--- src/pkxc_pkg.sv ---
// Shared constants and types for the permutation keystream cipher.
`timescale 1ns / 1ps
`default_nettype none

package pkxc_pkg;

  localparam int MAX_KEY_BYTES_DEF = 8;
  localparam int BYTE_W            = 8;
  localparam int KEY_W             = 64;
  localparam int LEN_W             = 4;

  localparam logic [LEN_W-1:0] KEY_LEN_RESET = 4'd8;

  typedef logic [BYTE_W-1:0] byte_t;

  // Configuration register indexes
  typedef enum logic {
    REG_KEY_BYTES = 1'b0,
    REG_KEY_LEN   = 1'b1
  } reg_idx_t;

endpackage

`default_nettype wire

--- src/pkxc_perm_unit.sv ---
// Working key store and sequencer that steps it to its next permutation.
`timescale 1ns / 1ps
`default_nettype none

module pkxc_perm_unit import pkxc_pkg::*; #(
  parameter int  MAX_KEY_BYTES = MAX_KEY_BYTES_DEF,
  localparam int IDXW          = $clog2(MAX_KEY_BYTES),
  localparam int CNTW          = $clog2(MAX_KEY_BYTES + 1)
) (
  input  logic             clk,
  input  logic             rst,
  input  logic             load,
  input  logic [KEY_W-1:0] key_bytes,
  input  logic             start,
  input  logic [CNTW-1:0]  len,
  input  logic [IDXW-1:0]  rd_addr,
  output byte_t            rd_data,
  output logic             busy
);

  typedef enum logic [2:0] {
    S_IDLE,
    S_HOLD,
    S_SCAN,
    S_FINDQ,
    S_SW_RD,
    S_SW_X,
    S_SW_WR,
    S_REV_CHK
  } state_t;

  state_t          state;
  byte_t           wk [MAX_KEY_BYTES];
  logic [IDXW-1:0] idx;
  logic [IDXW-1:0] last_idx;
  logic [IDXW-1:0] pivot;
  logic [IDXW-1:0] lo;
  logic [IDXW-1:0] hi;
  byte_t           hold;
  byte_t           pval;
  byte_t           tmp;
  logic            pivot_swap;

  logic [IDXW-1:0] ra;
  byte_t           rdv;
  byte_t           cmp_a;
  byte_t           cmp_b;
  logic            lt;

  // Single read port, address picked by the sequencer step
  always_comb begin
    unique case (state) inside
      S_IDLE:                  ra = rd_addr;
      S_HOLD, S_SCAN, S_FINDQ: ra = idx;
      S_SW_X:                  ra = hi;
      default:                 ra = lo;
    endcase
  end

  assign rdv     = wk[ra];
  assign rd_data = rdv;

  // Shared byte comparator: descent search, then successor search
  always_comb begin
    if (state == S_SCAN) begin
      cmp_a = rdv;
      cmp_b = hold;
    end else begin
      cmp_a = pval;
      cmp_b = rdv;
    end
  end

  assign lt   = (cmp_a < cmp_b);
  assign busy = (state != S_IDLE);

  // Sequencer and key store
  always_ff @(posedge clk) begin
    if (rst) begin
      state      <= S_IDLE;
      pivot_swap <= 1'b0;
    end else begin
      unique case (state)
        S_IDLE: begin
          if (load) begin
            for (int k = 0; k < MAX_KEY_BYTES; k++) begin
              wk[k] <= key_bytes[BYTE_W*k +: BYTE_W];
            end
          end
          if (start) begin
            idx      <= IDXW'(len - CNTW'(1));
            last_idx <= IDXW'(len - CNTW'(1));
            state    <= S_HOLD;
          end
        end
        S_HOLD: begin
          hold  <= rdv;
          idx   <= idx - 1'b1;
          state <= S_SCAN;
        end
        S_SCAN: begin
          if (lt) begin
            pivot <= idx;
            pval  <= rdv;
            idx   <= last_idx;
            state <= S_FINDQ;
          end else begin
            hold <= rdv;
            if (idx == '0) begin
              // fully descending: reverse the whole block
              lo    <= '0;
              hi    <= last_idx;
              state <= S_REV_CHK;
            end else begin
              idx <= idx - 1'b1;
            end
          end
        end
        S_FINDQ: begin
          if (lt) begin
            lo         <= pivot;
            hi         <= idx;
            pivot_swap <= 1'b1;
            state      <= S_SW_RD;
          end else begin
            idx <= idx - 1'b1;
          end
        end
        S_SW_RD: begin
          tmp   <= rdv;
          state <= S_SW_X;
        end
        S_SW_X: begin
          wk[hi] <= tmp;
          tmp    <= rdv;
          state  <= S_SW_WR;
        end
        S_SW_WR: begin
          wk[lo] <= tmp;
          if (pivot_swap) begin
            lo         <= pivot + 1'b1;
            hi         <= last_idx;
            pivot_swap <= 1'b0;
          end else begin
            lo <= lo + 1'b1;
            hi <= hi - 1'b1;
          end
          state <= S_REV_CHK;
        end
        S_REV_CHK: begin
          state <= (lo < hi) ? S_SW_RD : S_IDLE;
        end
        default: state <= S_IDLE;
      endcase
    end
  end

endmodule

`default_nettype wire

--- src/permutation_keystream_xor_cipher.sv ---
// Top level: byte channel control, key registers and keystream position.
//
// Usage: message bytes enter on data_byte/last with in_valid; an input
// transfer happens when in_valid is high and in_stall is low. Each byte
// yields one cipher_byte on out_valid, taken when out_stall is low.
// Configuration: cfg_we writes cfg_data to register cfg_index (0 key_bytes,
// 1 key_len); write only while no byte is in flight.
// Flow: a byte inside a keystream block is first held in the byte register,
// then its result is loaded into the output register, which raises out_valid;
// the next byte can be taken once that result is loaded. The first byte of a
// block also waits for the permutation sequencer, whose single read port and
// comparator step the working key.
// One byte is in work at a time; in_stall stays high until its result is
// loaded into the output register, which may still be waiting on the
// receiver while the next byte is taken.
// Reset: key_bytes clears, key_len returns to 8, the position goes to zero
// and the next byte reloads the key. A stalled receiver holds cipher_byte
// and, once a second result is ready, holds the block in in_stall.
`timescale 1ns / 1ps
`default_nettype none

module permutation_keystream_xor_cipher import pkxc_pkg::*; #(
  parameter int MAX_KEY_BYTES = MAX_KEY_BYTES_DEF
) (
  input  logic             clk,
  input  logic             rst,
  input  logic             in_valid,
  output logic             in_stall,
  input  byte_t            data_byte,
  input  logic             last,
  output logic             out_valid,
  input  logic             out_stall,
  output byte_t            cipher_byte,
  input  logic             cfg_we,
  input  reg_idx_t         cfg_index,
  input  logic [KEY_W-1:0] cfg_data
);

  localparam int IDXW = $clog2(MAX_KEY_BYTES);
  localparam int CNTW = $clog2(MAX_KEY_BYTES + 1);

  typedef enum logic {
    S_IDLE,
    S_BUSY
  } state_t;

  state_t           state;
  logic [KEY_W-1:0] key_bytes;
  logic [LEN_W-1:0] key_len;
  logic [IDXW-1:0]  pos;
  logic             reload_pending;
  logic [CNTW-1:0]  n_r;
  byte_t            data_r;
  logic             last_r;
  logic             bypass;

  logic             accept;
  logic             out_free;
  logic             out_load;
  logic [CNTW-1:0]  n_sat;
  logic [IDXW-1:0]  pos_eff;
  logic             perm_start;
  logic             key_load;
  logic [CNTW-1:0]  pos_inc;
  logic             wrap;
  byte_t            ks;
  logic             perm_busy;

  // Configuration registers
  always_ff @(posedge clk) begin
    if (rst) begin
      key_bytes <= '0;
      key_len   <= KEY_LEN_RESET;
    end else if (cfg_we) begin
      unique case (cfg_index)
        REG_KEY_BYTES: key_bytes <= cfg_data;
        REG_KEY_LEN:   key_len   <= cfg_data[LEN_W-1:0];
        default:       key_len   <= key_len;
      endcase
    end
  end

  assign in_stall = (state != S_IDLE);
  assign accept   = in_valid && !in_stall;
  assign out_free = !out_valid || !out_stall;
  assign out_load = (state == S_BUSY) && !perm_busy && out_free;

  // Clamp the key length to the store size
  assign n_sat = (key_len > LEN_W'(MAX_KEY_BYTES)) ? CNTW'(MAX_KEY_BYTES)
                                                   : CNTW'(key_len);

  // Restart the block on reload or when the length no longer exceeds the position
  assign pos_eff    = (reload_pending || (CNTW'(pos) >= n_sat)) ? '0 : pos;
  assign key_load   = accept && (n_sat != '0) && reload_pending;
  assign perm_start = accept && (n_sat >= CNTW'(2)) && (pos_eff == '0);

  assign pos_inc = CNTW'(pos) + CNTW'(1);
  assign wrap    = (pos_inc >= n_r);

  pkxc_perm_unit #(
    .MAX_KEY_BYTES (MAX_KEY_BYTES)
  ) u_perm (
    .clk       (clk),
    .rst       (rst),
    .load      (key_load),
    .key_bytes (key_bytes),
    .start     (perm_start),
    .len       (n_sat),
    .rd_addr   (pos),
    .rd_data   (ks),
    .busy      (perm_busy)
  );

  // Byte control and output register
  always_ff @(posedge clk) begin
    if (rst) begin
      state          <= S_IDLE;
      out_valid      <= 1'b0;
      pos            <= '0;
      reload_pending <= 1'b1;
    end else begin
      // Load a finished result, drop one the receiver took
      if (out_load) begin
        out_valid <= 1'b1;
      end else if (!out_stall) begin
        out_valid <= 1'b0;
      end
      unique case (state)
        S_IDLE: begin
          if (accept) begin
            data_r <= data_byte;
            last_r <= last;
            n_r    <= n_sat;
            bypass <= (n_sat == '0);
            if (n_sat != '0) begin
              pos            <= pos_eff;
              reload_pending <= 1'b0;
            end
            state <= S_BUSY;
          end
        end
        S_BUSY: begin
          if (out_load) begin
            if (bypass) begin
              cipher_byte <= data_r;
            end else begin
              cipher_byte <= data_r ^ ks;
              pos         <= (wrap || last_r) ? '0 : IDXW'(pos_inc);
            end
            if (last_r) begin
              reload_pending <= 1'b1;
            end
            state <= S_IDLE;
          end
        end
        default: state <= S_IDLE;
      endcase
    end
  end

endmodule

`default_nettype wire

--- config.mk ---
export PLATFORM = sky130hd
export DESIGN_NAME = permutation_keystream_xor_cipher
export DESIGN_NICKNAME = d
export VERILOG_FILES = /design/src/pkxc_pkg.sv /design/src/pkxc_perm_unit.sv /design/src/permutation_keystream_xor_cipher.sv
export SDC_FILE = /design/constraint.sdc
export NUM_CORES = 1
export LEC_CHECK = 0
export ABC_AREA = 1
export BUFFER_PORTS_ARGS = -buffer_cell sky130_fd_sc_hd__buf_2
export CORE_MARGIN = 2
export CORE_UTILIZATION = 45
export DETAILED_ROUTE_END_ITERATION = 10
export GPL_ROUTABILITY_DRIVEN = 1
export PLACE_DENSITY_LB_ADDON = 0.3
export SYNTH_ARGS = -nofsm -noshare
export SYNTH_HDL_FRONTEND = slang
export SYNTH_SLANG_ARGS = --single-unit
export TNS_END_PERCENT = 100
--- constraint.sdc ---
create_clock -name clk -period 4.3 [get_ports clk]
set_input_delay 0.86 -clock clk [delete_from_list [all_inputs] [get_ports clk]]
set_output_delay 0.86 -clock clk [all_outputs]
set_load 0.02 [all_outputs]
==> flow_results.org <==
** Floorplanning
- The floorplan step defined a die boundary enclosing 0.0218 mm².
- Initial core utilization :: 0.459
- The floorplan step defined a core boundary enclosing slightly above 0.02 mm².
- The floorplan step set the die height to 148 µm.
- Num ports :: 89
- Row generation in the floorplan step produced 52 rows.
- Floorplan die width :: between 100 and 150 µm

** CTS
- The clock reaches the later pin of the worst-skew pair after 0.53 ns.
- Counting the buffers created by CTS gives 23.
- The root buffer cell chosen for the clock tree is sky130_fd_sc_hd__clkbuf_16.
- The number of setup buffers added after CTS is 0.
- TritonCTS built the clock tree.
- After clock tree synthesis, the clock-pin slew on the worst setup and hold paths is about 0.06 ns.
- CTS saw between 200 and 250 sinks.
- CTS built an H-tree with a depth of 1.
- Clock Path Buffers :: 3

** Final layout
- Area of all placed cells without fillers :: between 0.01 and 0.015 mm²
- Antenna Diode Count :: 0
- The area growth from synthesis to layout is 15.2%.
- Fraction of final layout cells sized beyond drive strength 1 :: 0.154
- Final layout net count :: roughly 1.2k

** Worst setup path
- Critical path data required time :: 4.48 ns
- STA classifies the critical path endpoint as a flip-flop.
- Largest stage delay, worst path :: roughly 0.48 ns
- Kind of critical path :: flip-flop to flip-flop
- At the worst endpoint, the arrival time is ~4.0 ns.
- Along the worst path, the maximum fanout reaches 28.
- Startpoint class of the critical path :: flip-flop
- Highest-delay cell along the critical path :: sky130_fd_sc_hd__dfxtp_2
- Top delay family on crit path :: simple AND/OR/NAND/NOR gates
- Walking the worst path, the cells encountered are nand2_2 > o21bai_2 > nand3_2 > nand2_4 > clkinv_1 > buf_4 > o21ai_0 > o221ai_1 > nand2_1 > o21ai_0 > ha_1 > a21oi_1 > nor2_1 > a211oi_2 > nand2_4 > inv_4 > nand2_2 > nand2_1 > inv_1 > nor2_2.
- Counting both buffers and inverters, the worst setup path holds a total of 4.

** Synthesis
- Counting every instance in the synthesized netlist gives ~1.0k.
- The number of nets in the synthesized netlist is 1131.
- The average instance in the mapped netlist occupies approximately 9.0 µm².
- Synthesis instantiated 39 different standard cells from the library.
- Synthesized flop and latch total :: 203
- Most used flip-flop cell after synthesis :: sky130_fd_sc_hd__edfxtp_1
- Part of the Yosys area used for sequential elements :: 0.572
- Post-synthesis instance area :: about 0.0093 mm²
- Number of warning messages in the yosys log :: 0
- Number of flops mapped to enable cells by yosys :: roughly 130
- Async set-or-reset flop fraction in the synthesized netlist :: 0

** Global routing
- Number of global-route vias before repair :: 7013
- GRT Overall Usage :: 0.212
- Total global routing overflow :: 0
- Global-route wire length before repair :: between 30000 and 40000 µm
- Maximum number of pins on one net before global-route repair :: 65
- The initial antenna violation count was 0.

** Timing
- For the final routed database, the setup TNS stands at 0 ns.
- Final slew viol count :: 0
- Max transition margin :: 0.112
- The final-report hold violation count came to 0.
- Worst setup slack after layout :: roughly 0.48 ns
- Final worst path period need :: 3.82 ns
- Setup repair after global routing left no endpoint under its margin.
- Of the available clock period, the critical path in the final layout requires 0.888.
- For the pin with the worst max-slew slack, the measured transition is approximately 1.3 ns.
- Worst clock skew :: roughly 0.021 ns
- Static timing analysis puts the maximum clock frequency at between 0.2 and 0.3 GHz.
- Setup violations remaining at the end of the flow were counted as 0.

** Pwr
- In this run the static leakage power is around 4.5 nW.
- Total power of the final layout :: approximately 7.0 mW
- Power spread over the standard cell area amounts to approximately 650 mW/mm².
- Worst voltage drop across the vdd grid :: about 0.32 mV

** Routing
- In this run, the number of DRC markers left after iteration 0 of detailed routing was ~760.
- Remaining antenna violation count after routing :: 0
- Using the TritonRoute via totals, the vias-per-cell ratio works out to between 5 and 6.
- In the final routed layout, each cell accounts on average for roughly 16 µm.
- Across all layers, the routed design uses 7324 vias.
- DRT Pass-1 Iters :: 5
- DRC violations left :: 0
- Total wire length :: 22800 µm

** Place
- Placed wire-length estimate :: around 16000 µm
- In this run the tool buffered the top-level ports with 88 buffer cells.
- Pre-CTS setup slack :: ~0.20 ns
- In this run the cell area measured after placement is slightly below 0.01 mm².
- Placer congestion estimate :: 0.947

** Min path
- Path type of the worst min-delay path :: flip-flop to flip-flop

** Run status
- Result of the run :: finished clean

** Run
- Max Cap Violations :: 0
==> worst reg2reg max path, cell delays in order (launching register included) <==
cell and delay (ns):
sky130_fd_sc_hd__dfxtp_2 0.48, sky130_fd_sc_hd__nand2_2 0.11, sky130_fd_sc_hd__o21bai_2 0.13, sky130_fd_sc_hd__nand3_2 0.15, sky130_fd_sc_hd__nand2_4 0.19, sky130_fd_sc_hd__clkinv_1 0.08, sky130_fd_sc_hd__buf_4 0.21, sky130_fd_sc_hd__o21ai_0 0.22
sky130_fd_sc_hd__o221ai_1 0.13, sky130_fd_sc_hd__nand2_1 0.16, sky130_fd_sc_hd__o21ai_0 0.12, sky130_fd_sc_hd__ha_1 0.33, sky130_fd_sc_hd__a21oi_1 0.14, sky130_fd_sc_hd__nor2_1 0.06, sky130_fd_sc_hd__a211oi_2 0.31, sky130_fd_sc_hd__nand2_4 0.13
sky130_fd_sc_hd__inv_4 0.08, sky130_fd_sc_hd__nand2_2 0.05, sky130_fd_sc_hd__nand2_1 0.08, sky130_fd_sc_hd__inv_1 0.04, sky130_fd_sc_hd__nor2_2 0.27
==> final timing paths <==
check	startpoint	to	slack (ns)	depth (start not counted)
setup / recovery	u_perm.state[0]	u_perm.hi[2]	0.48	20
setup reg to reg	u_perm.state[0]	u_perm.hi[2]	0.48	20
hold reg to reg	out_valid	out_valid	0.48	2
hold / removal	out_valid	out_valid	0.48	2
==> registers in the layout, summed over array words and instances (netlist names), 3 cells and up <==
| name | flops |
|---|---|
| u_perm.lo | 3 |
| u_perm.state | 3 |
| key_bytes | 64 |
| u_perm.wk | 64 |
| u_perm.tmp | 8 |
| u_perm.hi | 3 |
| u_perm.hold | 8 |
| key_len | 4 |
| pos | 3 |
| u_perm.pivot | 3 |
| cipher_byte | 8 |
| u_perm.idx | 3 |
| u_perm.pval | 8 |
| data_r | 8 |
| n_r | 4 |
| u_perm.last_idx | 3 |
==> cells in the mapped netlist, types with 2 or more instances <==
cell                       count  area [µm²]
sky130_fd_sc_hd__inv_2         6        22.5
sky130_fd_sc_hd__o21ai_0     173         866
sky130_fd_sc_hd__o22ai_1       2        12.5
sky130_fd_sc_hd__a21oi_1      22         110
sky130_fd_sc_hd__nand3_1      33         165
sky130_fd_sc_hd__nor2_4        2        22.5
sky130_fd_sc_hd__o21ai_1      13        65.1
sky130_fd_sc_hd__a32oi_1       2        17.5
sky130_fd_sc_hd__xor2_1        4        35.0
sky130_fd_sc_hd__dfxtp_1      78        1560
sky130_fd_sc_hd__nand2_1     169         634
sky130_fd_sc_hd__nand2_2       7        43.8
sky130_fd_sc_hd__xnor2_1       9        78.8
sky130_fd_sc_hd__inv_4         4        25.0
sky130_fd_sc_hd__buf_6         2        22.5
sky130_fd_sc_hd__nor3_1        3        15.0
sky130_fd_sc_hd__nand2_4       4        45.0
sky130_fd_sc_hd__buf_2         8        40.0
sky130_fd_sc_hd__edfxtp_1    125        3750
sky130_fd_sc_hd__o221ai_1     15         131
sky130_fd_sc_hd__nor2_2        5        31.3
sky130_fd_sc_hd__nor2_1      191         717
sky130_fd_sc_hd__a211oi_1      2        15.0
sky130_fd_sc_hd__inv_1        75         282
sky130_fd_sc_hd__or2_2         4        25.0
sky130_fd_sc_hd__nand4_1       2        12.5
sky130_fd_sc_hd__ha_1         23         288
sky130_fd_sc_hd__nand3_2       5        50.1
sky130_fd_sc_hd__clkbuf_1     31         116
==> routing by layer <==
metal / track usage / up-vias / share of wire
met5: 0 / - / 0
met1: 0.302 / 3434 / 0.46
met2: 0.345 / 230 / 0.46
li1: - / 3623 / -
met4: 0.0534 / 0 / 0.022
met3: 0.0269 / 37 / 0.058
==> cell families (layout without fill, tap and decap cells) <==
| family | after synthesis | after routing | share of synthesized area |
|---|---|---|---|
| adder cells (fa/ha/maj) | 23 | 23 | 0.0310 |
| XOR/XNOR | 13 | 13 | 0.0123 |
| AND/OR/NAND/NOR | 426 | 426 | 0.190 |
| AO/OA/AOI/OAI | 235 | 235 | 0.138 |
| buffers and inverters | 129 | 223 | 0.0563 |
| flip-flops | 203 | 203 | 0.572 |
==> per-stage QoR <==
step	hold slack [ns]	util	std cells
global route	0.509	0.529	1393
global placement	0.476	0.491	1351
detailed placement	0.479	0.491	1351
finish	0.484	0.529	1393
CTS	0.489	0.529	1393
floorplan	0.444	-	1029
==> cells in the final DEF, fill, tap and decap left out, types with 8 or more instances in the layout <==
master / n
sky130_fd_sc_hd__nor2_1: 190
sky130_fd_sc_hd__o21ai_0: 173
sky130_fd_sc_hd__nand2_1: 169
sky130_fd_sc_hd__edfxtp_1: 125
sky130_fd_sc_hd__buf_2: 88
sky130_fd_sc_hd__dfxtp_1: 76
sky130_fd_sc_hd__inv_1: 75
sky130_fd_sc_hd__nand3_1: 33
sky130_fd_sc_hd__clkbuf_16: 24
sky130_fd_sc_hd__ha_1: 23
sky130_fd_sc_hd__a21oi_1: 22
sky130_fd_sc_hd__o221ai_1: 15
sky130_fd_sc_hd__o21ai_1: 13
sky130_fd_sc_hd__xnor2_1: 9
sky130_fd_sc_hd__clkbuf_1: 8
==> cell type report <==
cell class / count / area (µm²)
Clock buffer: 36 / 686
Sequential cell: 203 / 5320
Fill cell: 1880 / 9530
Timing Repair Buffer: 95 / 493
Multi-Input combinational cell: 697 / 3470
Inverter: 86 / 333
Tap cell: 270 / 338
Clock inverter: 6 / 73.8
==> report_power, final <==
group	switching (mW)	internal (mW)
sequential	0.147	2.47
clock	0.793	1.16
combinational	1.63	0.761
==> what timing repair did <==
item / CTS / global route
hold buffers: 0 / 0
resized for setup: 0 / 3
setup endpoints to repair: 0 / 28
Note: power is estimated with default switching activity, not from simulation.
